==> config.mk <==
export PLATFORM = sky130hd
export DESIGN_NAME = two_endpoint_mailbox_fifo
export DESIGN_NICKNAME = d
export VERILOG_FILES = /design/src/sv/mbx_pkg.sv /design/src/sv/two_endpoint_mailbox_fifo.sv /design/src/sv/mbx_queue.sv /design/src/sv/mbx_ctrl.sv
export SDC_FILE = /design/constraint.sdc
export NUM_CORES = 2
export LEC_CHECK = 0
export BUFFER_PORTS_ARGS = -buffer_cell sky130_fd_sc_hd__buf_2
export CORE_ASPECT_RATIO = 0.9
export CORE_MARGIN = 1
export CORE_UTILIZATION = 45
export DETAILED_ROUTE_END_ITERATION = 10
export PLACE_DENSITY = 0.69
export SYNTH_ARGS = -nofsm -noshare
export SYNTH_HDL_FRONTEND = slang
export SYNTH_SLANG_ARGS = --single-unit
==> constraint.sdc <==
create_clock -name clk -period 7.6 [get_ports clk]
set_clock_uncertainty 0.2 [all_clocks]
set_input_delay 0 -clock clk [delete_from_list [all_inputs] [get_ports clk]]
set_output_delay 0 -clock clk [all_outputs]
set_load 0.05 [all_outputs]
==> src/sv/mbx_pkg.sv <==
// Shared types, constants and request codes for the two-endpoint mailbox FIFO.
// Used by mbx_ctrl, mbx_queue and two_endpoint_mailbox_fifo; no dependencies.
package mbx_pkg;

  localparam int DEPTH       = 16;
  localparam int ID_BITS     = 16;
  localparam int HANDLE_BITS = 32;
  localparam int LEN_W       = 16;
  localparam int REQ_W       = 3;
  localparam int DREQ_W      = 14;
  localparam int LINK_W      = 2;
  localparam int FILL_W      = 5;

  localparam int CNT_W = $clog2(DEPTH + 1);
  localparam int PTR_W = (DEPTH > 1) ? $clog2(DEPTH) : 1;

  localparam logic [REQ_W-1:0] REQ_OPEN        = 3'd0;
  localparam logic [REQ_W-1:0] REQ_CONNECT     = 3'd1;
  localparam logic [REQ_W-1:0] REQ_WRITE       = 3'd2;
  localparam logic [REQ_W-1:0] REQ_READ        = 3'd3;
  localparam logic [REQ_W-1:0] REQ_DISCONNECT  = 3'd4;
  localparam logic [REQ_W-1:0] REQ_SESSION_END = 3'd5;
  localparam logic [REQ_W-1:0] REQ_STATUS      = 3'd6;

  localparam logic [LINK_W-1:0] LINK_NONE        = 2'd0;
  localparam logic [LINK_W-1:0] LINK_UNCONNECTED = 2'd1;
  localparam logic [LINK_W-1:0] LINK_CONNECTED   = 2'd2;

  typedef struct packed {
    logic [REQ_W-1:0]       req_type;
    logic [ID_BITS-1:0]     endpoint_id;
    logic [HANDLE_BITS-1:0] packet_handle;
    logic [LEN_W-1:0]       packet_length;
    logic                   end_kill;
    logic [DREQ_W-1:0]      depth_request;
  } req_t;

  typedef struct packed {
    logic                   accepted;
    logic [HANDLE_BITS-1:0] read_handle;
    logic [LEN_W-1:0]       read_length;
    logic [LINK_W-1:0]      link_status;
    logic [FILL_W-1:0]      own_fill;
    logic [FILL_W-1:0]      peer_fill;
    logic                   tube_gone;
    logic                   drop_flag;
    logic [HANDLE_BITS-1:0] drop_handle;
  } res_t;

  typedef struct packed {
    logic [HANDLE_BITS-1:0] handle;
    logic [LEN_W-1:0]       length;
  } entry_t;

  typedef struct packed {
    logic       push;
    logic       pop;
    logic       side;
    logic [1:0] clr;
  } qop_t;

  function automatic logic [CNT_W-1:0] clamp_limit(input logic [DREQ_W-1:0] req);
    logic [CNT_W-1:0] lim;
    if (req == '0) begin
      lim = CNT_W'(1);
    end else if (req > DREQ_W'(DEPTH)) begin
      lim = CNT_W'(DEPTH);
    end else begin
      lim = req[CNT_W-1:0];
    end
    return lim;
  endfunction

endpackage

==> src/sv/two_endpoint_mailbox_fifo.sv <==
// Top level of the two-endpoint mailbox FIFO: request register, slot control,
// receive queues and result register. Depends on mbx_pkg, mbx_ctrl, mbx_queue.
//
//   Channel  Direction  Beat content
//   in_*     slave      one request: kind in tuser, operands in tdata
//   out_*    master     one result per request
//
// Sustains one request per cycle while results are not stalled; a request beat is
// captured in the request register, passes the single decode and queue update
// pass and is held in the result register, which drives out_* as its result.
// Synchronous reset clears slot state, queue heads and counts.
// A stalled result holds in the result register while the next request waits
// in the request register.
module two_endpoint_mailbox_fifo (
  input  logic        clk,
  input  logic        rst_n,
  input  logic        in_tvalid,
  output logic        in_tready,
  input  logic [79:0] in_tdata,  // endpoint_id, packet_handle, packet_length, end_kill,
                                 // depth_request, zero pad
  input  logic [2:0]  in_tuser,  // req_type
  output logic        out_tvalid,
  input  logic        out_tready,
  output logic [95:0] out_tdata  // accepted, read_handle, read_length, link_status,
                                 // own_fill, peer_fill, tube_gone, drop_flag,
                                 // drop_handle, zero pad
);
  import mbx_pkg::*;

  logic                   in_vld_r;
  req_t                   in_data_r;
  logic                   out_vld_r;
  res_t                   out_data_r;
  logic                   fire;
  req_t                   in_req;
  res_t                   res;
  qop_t                   qop;
  entry_t                 wr_entry;
  entry_t                 rd_entry;
  logic [1:0][CNT_W-1:0]  qcount;

  assign fire      = in_vld_r && (!out_vld_r || out_tready);
  assign in_tready = !in_vld_r || fire;

  always_comb begin
    in_req.req_type      = in_tuser;
    in_req.endpoint_id   = in_tdata[15:0];
    in_req.packet_handle = in_tdata[47:16];
    in_req.packet_length = in_tdata[63:48];
    in_req.end_kill      = in_tdata[64];
    in_req.depth_request = in_tdata[78:65];
  end

  always_ff @(posedge clk) begin
    if (!rst_n) begin
      in_vld_r <= 1'b0;
    end else if (in_tvalid && in_tready) begin
      in_vld_r <= 1'b1;
    end else if (fire) begin
      in_vld_r <= 1'b0;
    end
  end

  always_ff @(posedge clk) begin
    if (in_tvalid && in_tready) begin
      in_data_r <= in_req;
    end
  end

  assign wr_entry.handle = in_data_r.packet_handle;
  assign wr_entry.length = in_data_r.packet_length;

  mbx_ctrl u_ctrl (
    .clk      (clk),
    .rst_n    (rst_n),
    .fire     (fire),
    .req      (in_data_r),
    .qcount   (qcount),
    .rd_entry (rd_entry),
    .qop      (qop),
    .res      (res)
  );

  mbx_queue u_queue (
    .clk      (clk),
    .rst_n    (rst_n),
    .fire     (fire),
    .qop      (qop),
    .wr_entry (wr_entry),
    .qcount   (qcount),
    .rd_entry (rd_entry)
  );

  always_ff @(posedge clk) begin
    if (!rst_n) begin
      out_vld_r <= 1'b0;
    end else if (fire) begin
      out_vld_r <= 1'b1;
    end else if (out_tready) begin
      out_vld_r <= 1'b0;
    end
  end

  always_ff @(posedge clk) begin
    if (fire) begin
      out_data_r <= res;
    end
  end

  assign out_tvalid = out_vld_r;
  assign out_tdata  = {1'b0,
                       out_data_r.drop_handle,
                       out_data_r.drop_flag,
                       out_data_r.tube_gone,
                       out_data_r.peer_fill,
                       out_data_r.own_fill,
                       out_data_r.link_status,
                       out_data_r.read_length,
                       out_data_r.read_handle,
                       out_data_r.accepted};

endmodule

==> src/sv/mbx_queue.sv <==
// Receive FIFOs of the two physical slots: heads, fill counts and entry storage.
// Depends on mbx_pkg; driven by the queue operation from mbx_ctrl.
module mbx_queue (
  input  logic                             clk,
  input  logic                             rst_n,
  input  logic                             fire,
  input  mbx_pkg::qop_t                    qop,
  input  mbx_pkg::entry_t                  wr_entry,
  output logic [1:0][mbx_pkg::CNT_W-1:0]   qcount,
  output mbx_pkg::entry_t                  rd_entry
);
  import mbx_pkg::*;

  logic [PTR_W-1:0] head_r  [2];
  logic [CNT_W-1:0] count_r [2];
  entry_t           store_r [2][DEPTH];

  logic [CNT_W:0]   wr_sum;
  logic [PTR_W-1:0] wr_idx;
  logic [PTR_W-1:0] head_inc;

  always_comb begin
    wr_sum = {1'b0, count_r[qop.side]} + (CNT_W+1)'(head_r[qop.side]);
    if (wr_sum >= (CNT_W+1)'(DEPTH)) begin
      wr_sum = wr_sum - (CNT_W+1)'(DEPTH);
    end
    wr_idx = wr_sum[PTR_W-1:0];
    if (head_r[qop.side] == PTR_W'(DEPTH - 1)) begin
      head_inc = '0;
    end else begin
      head_inc = head_r[qop.side] + PTR_W'(1);
    end
  end

  assign qcount[0] = count_r[0];
  assign qcount[1] = count_r[1];
  assign rd_entry  = store_r[qop.side][head_r[qop.side]];

  always_ff @(posedge clk) begin
    if (!rst_n) begin
      for (int q = 0; q < 2; q++) begin
        head_r[q]  <= '0;
        count_r[q] <= '0;
      end
    end else if (fire) begin
      for (int q = 0; q < 2; q++) begin
        if (qop.clr[q]) begin
          head_r[q]  <= '0;
          count_r[q] <= '0;
        end else if (qop.side == 1'(q)) begin
          if (qop.pop) begin
            head_r[q] <= head_inc;
          end
          count_r[q] <= count_r[q] + CNT_W'(qop.push) - CNT_W'(qop.pop);
        end
      end
    end
  end

  always_ff @(posedge clk) begin
    if (fire && qop.push) begin
      store_r[qop.side][wr_idx] <= wr_entry;
    end
  end

endmodule

==> src/sv/mbx_ctrl.sv <==
// Endpoint slot registers, request decode and result formation for the mailbox.
// Depends on mbx_pkg; steers mbx_queue through a qop_t and reads its counts.
module mbx_ctrl (
  input  logic                             clk,
  input  logic                             rst_n,
  input  logic                             fire,
  input  mbx_pkg::req_t                    req,
  input  logic [1:0][mbx_pkg::CNT_W-1:0]   qcount,
  input  mbx_pkg::entry_t                  rd_entry,
  output mbx_pkg::qop_t                    qop,
  output mbx_pkg::res_t                    res
);
  import mbx_pkg::*;

  logic [ID_BITS-1:0] id_r      [2];
  logic [1:0]         present_r;
  logic [1:0]         kill_r;
  logic [CNT_W-1:0]   limit_r   [2];
  logic               swap_r;

  logic [ID_BITS-1:0] id_nxt    [2];
  logic [1:0]         present_nxt;
  logic [1:0]         kill_nxt;
  logic [CNT_W-1:0]   limit_nxt [2];
  logic               swap_nxt;

  logic               p0, p1;
  logic               m0, m1, hit, own;
  logic [ID_BITS-1:0] tid;
  logic               l_p0, l_p1;
  logic               lv_rm1, lv_rm0, lv_close;
  logic               do_rm1, do_rm0, do_close, do_open, do_connect;
  logic               ses_a, ses_b;
  logic [CNT_W-1:0]   wcnt;
  logic               drop;

  always_comb begin
    p0  = swap_r;
    p1  = ~swap_r;
    m0  = present_r[p0] && (id_r[p0] == req.endpoint_id);
    m1  = present_r[p1] && (id_r[p1] == req.endpoint_id);
    hit = m0 || m1;
    own = (!m0) ^ swap_r;

    tid  = (req.req_type == REQ_SESSION_END) ? id_r[p0] : req.endpoint_id;
    l_p1 = present_r[p1] && (id_r[p1] == tid);
    l_p0 = present_r[p0] && (id_r[p0] == tid);
    lv_rm1   = l_p1;
    lv_rm0   = !l_p1 && l_p0 && present_r[p1];
    lv_close = !l_p1 && l_p0 && !present_r[p1];

    ses_a = present_r[p1] && kill_r[p1];
    ses_b = present_r[p0] && kill_r[p0];

    wcnt = qcount[~own];
    drop = (wcnt >= limit_r[~own]) && (wcnt != '0);
  end

  always_comb begin
    do_rm1     = 1'b0;
    do_rm0     = 1'b0;
    do_close   = 1'b0;
    do_open    = 1'b0;
    do_connect = 1'b0;
    qop        = '0;
    qop.side   = own;
    res        = '0;

    unique case (req.req_type)
      REQ_OPEN: begin
        do_close = 1'b1;
        do_open  = 1'b1;
      end
      REQ_CONNECT: begin
        do_connect = present_r[p0];
      end
      REQ_WRITE: begin
        qop.side = ~own;
        if (hit) begin
          res.accepted    = 1'b1;
          qop.push        = 1'b1;
          qop.pop         = drop;
          res.drop_flag   = drop;
          res.drop_handle = drop ? rd_entry.handle : '0;
        end
      end
      REQ_READ: begin
        if (hit && (qcount[own] != '0)) begin
          qop.pop         = 1'b1;
          res.accepted    = 1'b1;
          res.read_handle = rd_entry.handle;
          res.read_length = rd_entry.length;
        end
      end
      REQ_DISCONNECT: begin
        do_rm1   = lv_rm1;
        do_rm0   = lv_rm0;
        do_close = lv_close;
      end
      REQ_SESSION_END: begin
        if (ses_a) begin
          do_rm1   = 1'b1;
          do_close = ses_b;
        end else if (ses_b) begin
          do_rm1   = lv_rm1;
          do_rm0   = lv_rm0;
          do_close = lv_close;
        end
      end
      REQ_STATUS: begin
        if (hit) begin
          res.own_fill = FILL_W'(qcount[own]);
          if (present_r[p1]) begin
            res.link_status = LINK_CONNECTED;
            res.peer_fill   = FILL_W'(qcount[~own]);
          end else begin
            res.link_status = LINK_UNCONNECTED;
          end
        end
      end
      default: begin
      end
    endcase

    res.tube_gone = do_close && (req.req_type != REQ_OPEN);

    id_nxt      = id_r;
    present_nxt = present_r;
    kill_nxt    = kill_r;
    limit_nxt   = limit_r;
    swap_nxt    = swap_r;

    if (do_rm1) begin
      present_nxt[p1] = 1'b0;
      kill_nxt[p1]    = 1'b1;
      qop.clr[p1]     = 1'b1;
    end
    if (do_rm0) begin
      present_nxt[p0] = 1'b0;
      kill_nxt[p0]    = 1'b1;
      qop.clr[p0]     = 1'b1;
      swap_nxt        = ~swap_r;
    end
    if (do_close) begin
      for (int q = 0; q < 2; q++) begin
        id_nxt[q]    = '0;
        limit_nxt[q] = CNT_W'(DEPTH);
      end
      present_nxt = '0;
      kill_nxt    = '1;
      swap_nxt    = 1'b0;
      qop.clr     = '1;
    end
    if (do_open) begin
      id_nxt[0]      = req.endpoint_id;
      present_nxt[0] = 1'b1;
      kill_nxt[0]    = req.end_kill;
      limit_nxt[0]   = clamp_limit(req.depth_request);
    end
    if (do_connect) begin
      id_nxt[p1]      = req.endpoint_id;
      present_nxt[p1] = 1'b1;
      kill_nxt[p1]    = req.end_kill;
      limit_nxt[p1]   = clamp_limit(req.depth_request);
    end
  end

  always_ff @(posedge clk) begin
    if (!rst_n) begin
      for (int q = 0; q < 2; q++) begin
        id_r[q]    <= '0;
        limit_r[q] <= CNT_W'(DEPTH);
      end
      present_r <= '0;
      kill_r    <= '1;
      swap_r    <= 1'b0;
    end else if (fire) begin
      id_r      <= id_nxt;
      present_r <= present_nxt;
      kill_r    <= kill_nxt;
      limit_r   <= limit_nxt;
      swap_r    <= swap_nxt;
    end
  end

endmodule

# Word level (Yosys, flattened, before mapping)

Memory sizes are Yosys's and may differ from the RTL's.
Cells that the tools add are included.

Add/subtract/negate cells: 7
$lt $le $gt $ge: 16
Eq/ne operators: 11
Mux-type cells: 128
Bitwise operators: 24
Reductions and logical operators: 41

Operators with widths:

| kind                                                            | count |
|---|---|
| 2-to-1 mux 768 bit                                              | 1 |
| binary-select mux 48 bit (select 4 bit)                         | 1 |
| demux 48 bit (select 4 bit)                                     | 1 |
| 2-to-1 mux 16 bit                                               | 9 |
| 2-to-1 mux 48 bit                                               | 3 |
| 2-to-1 mux 5 bit                                                | 16 |
| == test 16 bit                                                  | 4 |
| 2-to-1 mux 32 bit                                               | 2 |
| 2-to-1 mux 1 bit                                                | 61 |
| 2-to-1 mux 49 bit                                               | 1 |
| bitwise mux 32 bit                                              | 1 |
| 2-to-1 mux 2 bit                                                | 13 |
| 2-to-1 mux 4 bit                                                | 6 |
| 2-to-1 mux 10 bit                                               | 2 |
| logical AND 1 bit                                               | 19 |
| demux 16 bit (select 1 bit)                                     | 1 |
| greater-than comparator 14 x 5 -> 1 bit (second input constant) | 1 |
| zero test 14 bit                                                | 1 |
| adder 5 x 1 -> 5 bit                                            | 2 |
| bitwise mux 10 bit                                              | 1 |
| >= comparator 5 bit (second input constant)                     | 2 |
| NOT 4 -> 5 bit                                                  | 2 |
| nonzero test 5 bit                                              | 2 |
| subtractor 5 x 1 -> 5 bit                                       | 2 |
| 33 further kinds                                                | 73 |

Register bits: 226
RAM bits: 1554
Input port bits: 87
Output and inout bits: 98
Word-level logic and storage cells: 254
Memories: 3

Memories:

| memory          | words | bits a word | read ports | clocked after memory_dff | write ports | RTL line        | source |
|---|---|---|---|---|---|---|---|
| u_queue.store_r | 2     | 768         | 1          | 0                        | 1           | mbx_queue.sv:16 | `entry_t store_r [2][DEPTH];` |
| u_queue.count_r | 2     | 5           | 3          | 0                        | 2           | mbx_queue.sv:15 | `logic [CNT_W-1:0] count_r [2];` |
| u_queue.head_r  | 2     | 4           | 1          | 0                        | 2           | mbx_queue.sv:14 | `logic [PTR_W-1:0] head_r [2];` |

# Logic depth before layout (Yosys ltp)

Depth in word-level cells: 24
Gate-level depth with buffers: 31
Gate-level depth less buffers: 26

# Hierarchy

A second synthesis with hierarchy kept.

Cells, all modules: 4268
Area total of the unflattened synthesis: 70557.7 um^2

By module, submodules not included:

| module                    | instances | cells an instance | area each (um^2) | sequential area each (um^2) |
|---|---|---|---|---|
| mbx_queue                 | 1         | 3504              | 60595.6          | 46664.8 |
| two_endpoint_mailbox_fifo | 1         | 188               | 5430.2           | 5355.1 |
| mbx_ctrl                  | 1         | 576               | 4531.8           | 940.9 |

# Worst setup path before layout

Ideal clock, no wire load.

Kind: register to register
Start: reg out_vld_r, in the netlist out_tvalid
End: mem u_queue.store_r[0][144] in the netlist's numbering (enable)
Library setup time: 0.454 ns
Arrival time: 6.321 ns
Required time: 6.946 ns
Path slack: 0.625 ns
Cell stages (with the launch flop): 9
Buffers on the path: 1
Period minus slack after synthesis: 6.975 ns
Path through: dfxtp_1 -> nor2b_1 -> nand2b_1 -> inv_1 -> clkbuf_1 -> nand2_1 -> nor2_1 -> nand2_1 -> nor2_1

Longest elaborated chain between the ends: 6

Ends and longest elaborated chain:

| element                                  | RTL line                         | source |
|---|---|---|
| start, declared                          | two_endpoint_mailbox_fifo.sv:32  | `logic out_vld_r;` |
| start signal, assigned                   | two_endpoint_mailbox_fifo.sv:96  | `out_vld_r <= 1'b0;` |
| start signal, assigned                   | two_endpoint_mailbox_fifo.sv:98  | `out_vld_r <= 1'b1;` |
| start signal, assigned                   | two_endpoint_mailbox_fifo.sv:100 | `out_vld_r <= 1'b0;` |
| zero test 1 bit                          | two_endpoint_mailbox_fifo.sv:42  | `assign fire = in_vld_r && (!out_vld_r \|\| out_tready);` |
| logical OR 1 bit                         | two_endpoint_mailbox_fifo.sv:42  |  |
| logical AND 1 bit                        | two_endpoint_mailbox_fifo.sv:42  |  |
| net fire                                 | two_endpoint_mailbox_fifo.sv:34  | `logic fire;` |
| logical AND 1 bit                        | mbx_queue.sv:61                  | `if (fire && qop.push) begin` |
| 2-to-1 mux 1 bit                         | mbx_queue.sv:61                  |  |
| 2-to-1 mux 768 bit (implied by the code) | mbx_queue.sv:62                  | `store_r[qop.side][wr_idx] <= wr_entry;` |
| end, declared                            | mbx_queue.sv:16                  |  |

The timed path passes the listed nets, and every way through them passes these cells.

==> metrics.cfg <==
[finish]
multi_input_area_sq_um = 17200
drive_gt1_share_pct = 17.7
seqCellArea_sq_um = 53000
num-nets-final = 4597
diodes = 0
fillers = 12500
stdcell_count = 6721
syn_to_final_growth_pct = 15.2

[setup_path]
worst-path-buf-inv = 4
start_kind = register
arrival_ns = 7.16
path_class = register to register
critPathRequiredTime_ns = 7.93
crit_path_end_kind = register
critPathMaxStageDelay_ns = 0.74
crit_slowest_cell = dfxtp_4
worstPathMaxFanout = 38
path_delay_family = compound AO/OA/AOI/OAI gates

[route]
dr.pass1.iters = 5
routedWlPerCell_um = 28.1
via_count = 40800
drt_iter0_markers = 5197
ant_nets = 0
drt-total-wl_um = 189000
via_per_inst = 6.07
drcViolationCount = 0

[job]
maxCapViolCount = 0

[grt]
antenna_found_initial = 1
grt_use_total_pct = 23.3
grt_max_degree = 103
grt-ovfl-total = 0
grt_pass1_wl_um = 273000
grt_pass1_vias = 39800

[logic_synthesis]
synth_area_sq_um = 71200
avgSynthCellArea_sq_um = 17.3
synthCells = 4108
ys_types = 83
synth_area_leaders = edfxtp_1, mux4_2, mux2i_1
synth-edff-count = 1731
ys_ff_latch = 1780
synth_top_area_cell = edfxtp_1
synth_top_cell_area_share_pct = 73.0
synth.net_count = 4217
yosysSeqAreaShare_pct = 74.4
postSynth.asyncResetShare_pct = 0
yosys_warnings = 0
synth_flop_cell = edfxtp_1

[power]
p_leak_nw = 26.7
powerDensity_nw_per_um2 = 246
vdd_drop_max_mv = 0.186

[timing]
rsz0062_at_grt = false
setup_viol = 0
fmax_mhz = 146
finalCriticalPeriod_ns = 6.83
timing_hold_violations_final = 0
relSlewSlack_pct = 17.2
tns_ns = 0
worst_slew_pin_slew_ns = 1.24
fin_crit_sh_pct = 89.9
drv_slew = 0

[clocking]
clock_latency_ns = 0.81
h-tree-depth = 4
cts_tree = done
path_clk_slew_ns = 0.07
root_buffer = clkbuf_16
cts.sinks = 1780
clockBufferDepth = 3
cts_inserted_buffers = 172
cts_resized = 0

[place]
routabilityCongestion = 0.836
placed_cells = 6241
portBuffers = 182
hpwlAfterDp_um = 101000

[outcome]
status = finished, final reports clean

[die]
die_area_sq_um = 160000
die_h_um = 379
die_w_um = 421
initial_core_util_pct = 45.3
rows = 138
io_pins = 185
coreArea_sq_um = 157000

[min_path]
hold_path_class = primary input to register

## routing by layer
| layer | GRT usage (%) | vias up | part of all wire (%) |
|---|---|---|---|
| met5 | 0 | - | 0.0042 |
| met4 | 7.02 | 2 | 2.5 |
| met3 | 4.69 | 299 | 9.2 |
| met2 | 37.3 | 2127 | 47 |
| met1 | 32.4 | 21000 | 41 |
| li1 | - | 17300 | - |
## Yosys cell counts, types with 38 or more instances
library cell	instances
nand2_1	233
nor3_1	94
a22oi_1	38
nor2b_1	49
clkbuf_1	177
nand3_1	111
mux4_2	165
a21oi_1	105
o22ai_1	55
inv_1	42
buf_2	45
o21ai_0	76
a22o_1	43
a211oi_1	51
edfxtp_1	1731
mux2_2	55
dfxtp_1	49
nor2_1	101
mux2i_1	358
## report_power, final
part | internal [mW] | total [mW] | switching [mW]
combinational | 0.332 | 0.908 | 0.576
sequential | 10.8 | 11.0 | 0.153
clock | 4.62 | 8.26 | 3.65
## area by class of cell
cell class              instances  area share, %
repair buffers                469           4.43
inverters                      46          0.226
clock buffers                 214           5.58
well taps                    2100           3.20
flip-flops and latches       1780           64.6
clock inverters                93          0.978
multi-input cells            2019           21.0
## state kept, by name, summed over array words and instances (netlist names)
name	cells
u_queue.head_r	8
in_data_r	82
in_vld_r	1
u_ctrl.kill_r	2
u_queue.count_r	10
out_tdata	95
u_ctrl.present_r	2
u_ctrl.limit_r	10
u_ctrl.id_r	32
u_queue.store_r	1536
out_tvalid	1
u_ctrl.p0	1
## metrics by stage
stage / utilization (%) / total power, mW / hold slack, ns / setup WS, ns / area [sq um]
finish: 52.2 / 20.1 / 0.0784 / 0.770 / 82000
global placement: 47.7 / 12.0 / -0.0222 / 0.791 / 74900
floorplan: - / 11.7 / -0.101 / 0.625 / 71200
detailed placement: 47.7 / 12.0 / -0.0219 / 0.830 / 74900
CTS: 52.2 / 20.2 / 0.0344 / 0.784 / 82000
global route: 52.2 / 20.7 / 0.107 / 0.283 / 82000
## what timing repair did
action | 4_1_cts | 5_1_grt
hold buffers | 173 | 0
hold endpoints to repair | 178 | 0
buffers inserted | 0 | 0
## logic make-up (layout without fill, tap and decap cells)
group	after synthesis	in the layout	synth area share (%)
other	1	1	0.00527
flip-flops	1780	1780	74.4
buffers and inverters	309	822	1.87
multiplexers	578	578	11.1
XOR/XNOR	61	61	0.789
AO/OA/AOI/OAI	662	662	6.74
AND/OR/NAND/NOR	695	695	4.67
adder cells (fa/ha/maj)	22	22	0.418
## worst min-delay path, cell delays in order
cell           delay [ns]
dlygate4sd3_1        0.54
buf_2                0.32
o21ai_0              0.15
## final timing paths
path,from,end,slack (ns),cells past startpoint
min reg2reg,u_ctrl.limit_r[4],u_ctrl.limit_r[4],0.25,2
max reg2reg,u_ctrl.p0,u_queue.count_r[1][4],0.77,27
max,u_ctrl.p0,u_queue.count_r[1][4],0.77,27
min,rst_n,u_ctrl.kill_r[1],0.08,3
## cells in the final DEF, fill, tap and decap left out, types with 25 or more instances in the layout
cell type	netlist	layout
edfxtp_1	1731	1731
mux2i_1	358	358
nand2_1	233	230
buf_2	45	182
clkbuf_16	0	177
dlygate4sd3_1	0	173
mux4_2	165	165
nand3_1	111	111
a21oi_1	105	104
buf_4	8	103
nor3_1	94	94
o21ai_0	76	75
nor2_1	101	65
mux2_2	55	55
o22ai_1	55	55
a211oi_1	51	51
nor2b_1	49	49
dfxtp_1	49	48
a22o_1	43	43
clkinv_1	1	41
inv_1	42	40
a22oi_1	38	38
nor2_4	0	36
clkbuf_1	177	36
xnor2_1	35	35
o32ai_1	35	35
o311ai_0	26	26
o211ai_1	25	25
clkinv_2	0	25
(Power assumes the default switching activity.)
